$ cat config.mk
export PLATFORM = sky130hd
export DESIGN_NAME = rfa_core
export DESIGN_NICKNAME = d
export VERILOG_FILES = /design/src/sv/rfa_pkg.sv /design/src/sv/rfa_core.sv
export SDC_FILE = /design/constraint.sdc
export NUM_CORES = 1
export LEC_CHECK = 0
export ABC_CLOCK_PERIOD_IN_PS = 19050
export BUFFER_PORTS_ARGS = -buffer_cell sky130_fd_sc_hd__buf_4
export CAP_MARGIN = 20
export CORE_UTILIZATION = 60
export DETAILED_ROUTE_END_ITERATION = 12
export GPL_TIMING_DRIVEN = 0
export PLACE_DENSITY = 0.81
export SYNTH_ARGS = -nofsm -noshare
export SYNTH_HDL_FRONTEND = slang
export SYNTH_SLANG_ARGS = --single-unit
$ cat constraint.sdc
create_clock -name vclk -period 19.05
set_clock_uncertainty 0.05 [all_clocks]
set_input_delay 4.7625 -clock vclk [all_inputs]
set_output_delay 4.7625 -clock vclk [all_outputs]
set_load 0.005 [all_outputs]
$ cat src/sv/rfa_pkg.sv
// ----------------------------------------------------------------------------
// rfa_pkg: shared types and codes for the range follow/avoid controller
// Item and result layouts, state and configuration records, command, action
// and phase codes, and the range-to-centimetre conversion.
// ----------------------------------------------------------------------------
package rfa_pkg;

    // Drive actions
    localparam logic [2:0] ACT_NONE  = 3'd0;
    localparam logic [2:0] ACT_STOP  = 3'd1;
    localparam logic [2:0] ACT_FWD   = 3'd2;
    localparam logic [2:0] ACT_BACK  = 3'd3;
    localparam logic [2:0] ACT_LEFT  = 3'd4;
    localparam logic [2:0] ACT_RIGHT = 3'd5;
    localparam logic [2:0] ACT_HOLD  = 3'd6;

    // Command codes
    localparam logic [3:0] CMD_FWD       = 4'd0;
    localparam logic [3:0] CMD_BACK      = 4'd1;
    localparam logic [3:0] CMD_LEFT      = 4'd2;
    localparam logic [3:0] CMD_RIGHT     = 4'd3;
    localparam logic [3:0] CMD_STOP      = 4'd4;
    localparam logic [3:0] CMD_STOP_ZERO = 4'd5;
    localparam logic [3:0] CMD_SET_SPEED = 4'd6;
    localparam logic [3:0] CMD_UP        = 4'd7;
    localparam logic [3:0] CMD_DOWN      = 4'd8;
    localparam logic [3:0] CMD_FOLLOW    = 4'd9;

    // Item kinds
    localparam logic KIND_SAMPLE  = 1'b0;
    localparam logic KIND_COMMAND = 1'b1;

    // Reported mode
    localparam logic [1:0] MODE_NONE   = 2'd0;
    localparam logic [1:0] MODE_AVOID  = 2'd1;
    localparam logic [1:0] MODE_FOLLOW = 2'd2;

    // Follower phases
    localparam logic [2:0] PHASE_NONE        = 3'd0;
    localparam logic [2:0] PHASE_NEAR        = 3'd1;
    localparam logic [2:0] PHASE_FAR         = 3'd2;
    localparam logic [2:0] PHASE_LOST_LEFT   = 3'd3;
    localparam logic [2:0] PHASE_LOST_AHEAD  = 3'd4;
    localparam logic [2:0] PHASE_LOST_RIGHT  = 3'd5;

    // Target sides
    localparam logic [1:0] SIDE_UNKNOWN = 2'd0;
    localparam logic [1:0] SIDE_LEFT    = 2'd1;
    localparam logic [1:0] SIDE_AHEAD   = 2'd2;
    localparam logic [1:0] SIDE_RIGHT   = 2'd3;

    // Configuration register indexes
    localparam logic [2:0] REG_FOLLOW_NEAR = 3'd0;
    localparam logic [2:0] REG_FOLLOW_FAR  = 3'd1;
    localparam logic [2:0] REG_AVOID_SLOW  = 3'd2;
    localparam logic [2:0] REG_AVOID_FAST  = 3'd3;
    localparam logic [2:0] REG_SPEED_SW    = 3'd4;

    localparam int CFG_INDEX_W = 3;
    localparam int CFG_DATA_W  = 8;

    // Configuration reset values
    localparam logic [7:0] FOLLOW_NEAR_RST = 8'd15;
    localparam logic [7:0] FOLLOW_FAR_RST  = 8'd50;
    localparam logic [7:0] AVOID_SLOW_RST  = 8'd15;
    localparam logic [7:0] AVOID_FAST_RST  = 8'd50;
    localparam logic [6:0] SPEED_SW_RST    = 7'd80;

    // Speed limits
    localparam logic signed [7:0] SPEED_MAX  = 8'sd100;
    localparam logic signed [7:0] SPEED_MIN  = -8'sd100;
    localparam logic signed [8:0] SPEED_WRAP_HI = 9'sd101;
    localparam logic signed [8:0] SPEED_WRAP_LO = -9'sd101;

    // Divide by 100: ceil(2^23 / 100) keeps the error below one count for 16-bit input
    localparam int          RECIP_SHIFT = 23;
    localparam logic [16:0] RECIP_100   = 17'd83887;

    typedef struct packed {
        logic               kind;
        logic [15:0]        left_range;
        logic [15:0]        right_range;
        logic [3:0]         command_code;
        logic signed [7:0]  speed_value;
        logic               is_repeat;
    } item_t;

    typedef struct packed {
        logic [2:0]         drive_action;
        logic               capture_heading;
        logic signed [7:0]  speed_now;
        logic [1:0]         mode_now;
        logic [2:0]         follow_phase;
        logic [1:0]         target_side;
    } result_t;

    typedef struct packed {
        logic signed [7:0]  speed;
        logic               avoid_on;
        logic               follow_on;
        logic [2:0]         phase;
        logic [1:0]         side;
        logic               heading_latched;
        logic               fast_threshold;
    } state_t;

    typedef struct packed {
        logic [7:0] follow_near_cm;
        logic [7:0] follow_far_cm;
        logic [7:0] avoid_slow_cm;
        logic [7:0] avoid_fast_cm;
        logic [6:0] speed_switch;
    } cfg_t;

    // Range in 1/100 cm to whole centimetres, truncated (0..655)
    function automatic logic [9:0] range_to_cm(input logic [15:0] range);
        logic [32:0] prod;
        prod = 33'(range) * 33'(RECIP_100);
        return prod[RECIP_SHIFT +: 10];
    endfunction

endpackage

$ cat src/sv/rfa_core.sv
// ----------------------------------------------------------------------------
// rfa_core: decision logic for one item
// Computes the next controller state and the result from the registered item.
// ----------------------------------------------------------------------------
module rfa_core
    import rfa_pkg::*;
(
    input  item_t   item,
    input  state_t  state,
    input  cfg_t    cfg,
    output state_t  state_next,
    output result_t result
);

    logic [9:0]        l_cm;
    logic [9:0]        r_cm;
    logic [9:0]        near_cm;
    logic [9:0]        far_cm;
    logic [9:0]        thr_cm;
    logic signed [8:0] speed_step;
    logic              cap;
    logic [2:0]        act;
    state_t            s;

    assign l_cm    = range_to_cm(item.left_range);
    assign r_cm    = range_to_cm(item.right_range);
    assign near_cm = 10'(cfg.follow_near_cm);
    assign far_cm  = 10'(cfg.follow_far_cm);
    assign thr_cm  = state.fast_threshold ? 10'(cfg.avoid_fast_cm) : 10'(cfg.avoid_slow_cm);

    always_comb
    begin
        s   = state;
        act = ACT_NONE;
        cap = 1'b0;
        speed_step = {state.speed[7], state.speed};

        // Release the heading when no mode is on
        if (!s.avoid_on && !s.follow_on)
        begin
            s.heading_latched = 1'b0;
        end

        if (item.kind == KIND_COMMAND)
        begin
            unique case (item.command_code) inside
                CMD_FWD:
                begin
                    s.follow_on = 1'b0;
                    s.avoid_on  = 1'b1;
                    act         = ACT_FWD;
                end
                CMD_BACK, CMD_LEFT, CMD_RIGHT, CMD_STOP, CMD_STOP_ZERO:
                begin
                    s.follow_on = 1'b0;
                    s.avoid_on  = 1'b0;
                    case (item.command_code)
                        CMD_BACK:  act = ACT_BACK;
                        CMD_LEFT:  act = ACT_LEFT;
                        CMD_RIGHT: act = ACT_RIGHT;
                        default:   act = ACT_STOP;
                    endcase
                    if (item.command_code == CMD_STOP_ZERO)
                    begin
                        speed_step = '0;
                    end
                end
                CMD_SET_SPEED:
                begin
                    if (item.speed_value > SPEED_MAX)
                        speed_step = {SPEED_MAX[7], SPEED_MAX};
                    else if (item.speed_value < SPEED_MIN)
                        speed_step = {SPEED_MIN[7], SPEED_MIN};
                    else
                        speed_step = {item.speed_value[7], item.speed_value};
                end
                CMD_UP:   speed_step = {state.speed[7], state.speed} + 9'sd1;
                CMD_DOWN: speed_step = {state.speed[7], state.speed} - 9'sd1;
                CMD_FOLLOW:
                begin
                    if (!item.is_repeat)
                    begin
                        s.follow_on = !s.follow_on;
                        s.avoid_on  = 1'b0;
                        s.phase     = PHASE_NONE;
                        s.side      = SIDE_UNKNOWN;
                        act         = ACT_STOP;
                    end
                end
                default: ;
            endcase

            // Wrap a speed stepped past the limit back to zero
            if (speed_step == SPEED_WRAP_HI || speed_step == SPEED_WRAP_LO)
                s.speed = '0;
            else
                s.speed = speed_step[7:0];

            s.fast_threshold = !s.speed[7] && (s.speed[6:0] > cfg.speed_switch);
        end
        else if (s.avoid_on)
        begin
            if (l_cm < thr_cm && r_cm > thr_cm)
            begin
                s.heading_latched = 1'b0;
                act = ACT_RIGHT;
            end
            else if (l_cm > thr_cm && r_cm < thr_cm)
            begin
                s.heading_latched = 1'b0;
                act = ACT_LEFT;
            end
            else if (l_cm > thr_cm && r_cm > thr_cm)
            begin
                if (!s.heading_latched)
                begin
                    s.heading_latched = 1'b1;
                    cap = 1'b1;
                end
                act = (s.speed > 8'sd0) ? ACT_HOLD : ACT_NONE;
            end
            else if (l_cm < thr_cm && r_cm < thr_cm)
            begin
                s.heading_latched = 1'b0;
                act = ACT_RIGHT;
            end
        end
        else if (s.follow_on)
        begin
            // Action follows the phase held before this sample
            case (state.phase) inside
                PHASE_NONE, PHASE_NEAR:       act = ACT_STOP;
                PHASE_FAR, PHASE_LOST_AHEAD:  act = ACT_FWD;
                PHASE_LOST_LEFT:              act = ACT_LEFT;
                PHASE_LOST_RIGHT:             act = ACT_RIGHT;
                default:                      act = ACT_NONE;
            endcase

            if (state.phase <= PHASE_LOST_RIGHT)
            begin
                if (l_cm < near_cm && r_cm > near_cm)
                begin
                    s.phase = PHASE_NEAR; s.side = SIDE_LEFT;
                end
                else if (l_cm < near_cm && r_cm < near_cm)
                begin
                    s.phase = PHASE_NEAR; s.side = SIDE_AHEAD;
                end
                else if (l_cm > near_cm && r_cm < near_cm)
                begin
                    s.phase = PHASE_NEAR; s.side = SIDE_RIGHT;
                end
                else if (l_cm > near_cm && l_cm < far_cm && r_cm > far_cm)
                begin
                    s.phase = PHASE_FAR; s.side = SIDE_LEFT;
                end
                else if (l_cm > near_cm && l_cm < far_cm && r_cm > near_cm && r_cm < far_cm)
                begin
                    s.phase = PHASE_FAR; s.side = SIDE_AHEAD;
                end
                else if (l_cm > far_cm && r_cm > near_cm && r_cm < far_cm)
                begin
                    s.phase = PHASE_FAR; s.side = SIDE_RIGHT;
                end
                else if (l_cm > far_cm && r_cm > far_cm)
                begin
                    if (state.phase == PHASE_NONE)
                        s.side = SIDE_UNKNOWN;
                    else if ((state.phase == PHASE_NEAR || state.phase == PHASE_FAR)
                             && state.side != SIDE_UNKNOWN)
                        s.phase = 3'(state.side) + 3'd2;
                end
            end
        end
    end

    assign state_next = s;

    always_comb
    begin
        result.drive_action    = act;
        result.capture_heading = cap;
        result.speed_now       = s.speed;
        result.mode_now        = s.avoid_on ? MODE_AVOID : (s.follow_on ? MODE_FOLLOW : MODE_NONE);
        result.follow_phase    = s.phase;
        result.target_side     = s.side;
    end

endmodule

==> metrics.yaml <==
outcome: "completed"
period_needed_ns: 17.78
slew_viol_final: 0
tns_ns: 0
viasPerCell: 5.502
io_pins: 138
antenna_cells: 0
first_pass_iters: 7
syn_avg_cell_area_um2: 8.969
hold_violations: 0
drt_wl_total_mm: 27.95
ys.warnings.count: 0
hold_depth: 3
die_h_um: 147.5
antenna_found_initial: 0
netlist_instances: 1417
synth_top_area_share: 0.3239
crit_path_max_incr_delay_ns: 0.64
globalplace.congestion: 0.9198
grt_overflow_total: 0
std_cell_rows: 52
grt_max_degree: 12
antenna_left: 0
maxCapViolCount: 0
hold_buffers: 0
grt_pass1_vias: 10520
clock_buffers: 0
tightest_slew_ns: 0.6591
critPathMostFrequentCell: "fa_1"
vdd_drop_max_uv: 139.8
cp_num_buf_inv: 7
hpwl_mm: 26.14
final_cell_mix: "inv_1 (402), ha_1 (329), fa_1 (197)"
numPortBuffers: 133
slowest_stage: "fa_1"
endpoint_kind: "primary output"
synth_area_leader_cell: "ha_1"
place_area_um2: 14050
seq_area_frac_synth: 0
seq_cell_count: 0
syn2layout_area_growth_pct: 10.51
cts-resized-gates: 0
fin_ws_ns: 1.265
fp.dieW_um: 147.5
cp_max_fo: 5
syn_nets: 2045
syn-cell-area_um2: 12710
pre_cts_ws_ns: 1.335
drtIter0Drc: 527
total_power_mw: 2.475
core_area_um2: 20490
synth_cell_type_count: 81
setup-violations-final: 0
rsz0062_at_grt: "no"
hp-start: "state[12]"
fin_nets: 2180
mostFrequentLayoutCell: "inv_1"
period_share: 0.9336
die_area_um2: 21770
ys_top_cells_by_area: "ha_1 (32%), fa_1 (31%), inv_1 (12%)"
max-slew-margin-rel: 0.5606
worstPathArrival_ns: 12.97
drc: 0
cp.required_ns: 14.24
drive_above_1_share: 0.1181
fin_util: 0.6853
regArea_um2: 0
grt_pass1_wl_mm: 48.36
critical_path_class: "in -> out"
min_path_type: "in -> out"
power_density_nw_per_um2: 176.2
grt_usage: 0.2717
clock.fmax_mhz: 56.23
startpoint_type: "input pin"
critPathTopFamily: "adder cells"
num_vias: 10010
fin_area_um2: 14050
whs_endpoint: "result[10]"
cts_setup_buffers: 0
wire_per_inst_um: 15.36
p_leak_nw: 7.941
start_util: 0.6201
-- metal layers --
| layer | vias to the layer above | track usage | wire, um |
|---|---|---|---|
| met5 | - | 0 | 0 |
| met4 | 0 | 0.03247 | 295 |
| met3 | 26 | 0.02469 | 1553 |
| met2 | 262 | 0.4729 | 13460 |
| met1 | 4836 | 0.3775 | 12640 |
| li1 | 4890 | - | - |
-- area by class of cell --
class,count,area [um2]
repair buffers,133,998.5
well taps,270,337.8
inverters,402,1509
multi-input cells,988,11020
fillers,1663,6449
plain buffers,27,177.7
-- worst max-delay path by stage --
stage                     to  cells after the start      from  slack [ns]
2_1_floorplan  state_next[6]                     34  item[30]        2.38
3_3_place_gp   state_next[4]                     37  item[30]        1.46
3_5_place_dp   state_next[4]                     37  item[30]        1.34
4_1_cts        state_next[4]                     37  item[30]        1.27
5_1_grt        state_next[3]                     37  item[30]        0.57
6_report       state_next[4]                     37  item[30]        1.27
-- Yosys cell counts, types with 4 or more instances --
| library cell | instances |
|---|---|
| nand2b_1 | 12 |
| nand2_1 | 29 |
| nor4_1 | 4 |
| nor2_1 | 62 |
| o22ai_1 | 4 |
| o21a_1 | 9 |
| o211ai_1 | 10 |
| a211oi_1 | 11 |
| ha_1 | 329 |
| xnor2_1 | 16 |
| and2_1 | 5 |
| nor2b_1 | 16 |
| inv_1 | 402 |
| buf_4 | 16 |
| a21o_1 | 24 |
| xor2_1 | 8 |
| a21boi_0 | 5 |
| a211o_1 | 5 |
| nand4_1 | 18 |
| a221oi_1 | 5 |
| fa_1 | 197 |
| a21oi_1 | 44 |
| nand3_1 | 21 |
| nor3_1 | 13 |
| mux2i_1 | 8 |
| o21ai_0 | 40 |
| mux2_4 | 4 |
| clkbuf_1 | 8 |
| mux2_2 | 4 |
| nor3b_1 | 4 |
-- power breakdown --
| group | switching [mW] | leakage (nW) | internal [mW] | total [mW] |
|---|---|---|---|---|
| logic | 1.41 | 7.94 | 1.06 | 2.47 |
| clock network | 0 | 0 | 0 | 0 |
| registers | 0 | 0 | 0 | 0 |
-- kinds of logic after synthesis --
family | count (synthesis) | share of synthesized area
compound gates | 203 | 0.1088
xor+xnor | 24 | 0.01654
mux | 18 | 0.01723
fa+ha+maj | 526 | 0.6342
buf+inv | 429 | 0.1327
simple gates | 217 | 0.09057
-- per-stage QoR --
| stage | hold slack [ns] | cells |
|---|---|---|
| finish | 9.825 | 1820 |
| global route | 9.836 | 1820 |
| CTS | 9.819 | 1820 |
| detailed placement | 9.818 | 1820 |
| global placement | 9.819 | 1820 |
| floorplan | 9.572 | 1417 |
(Power assumes the default switching activity.)
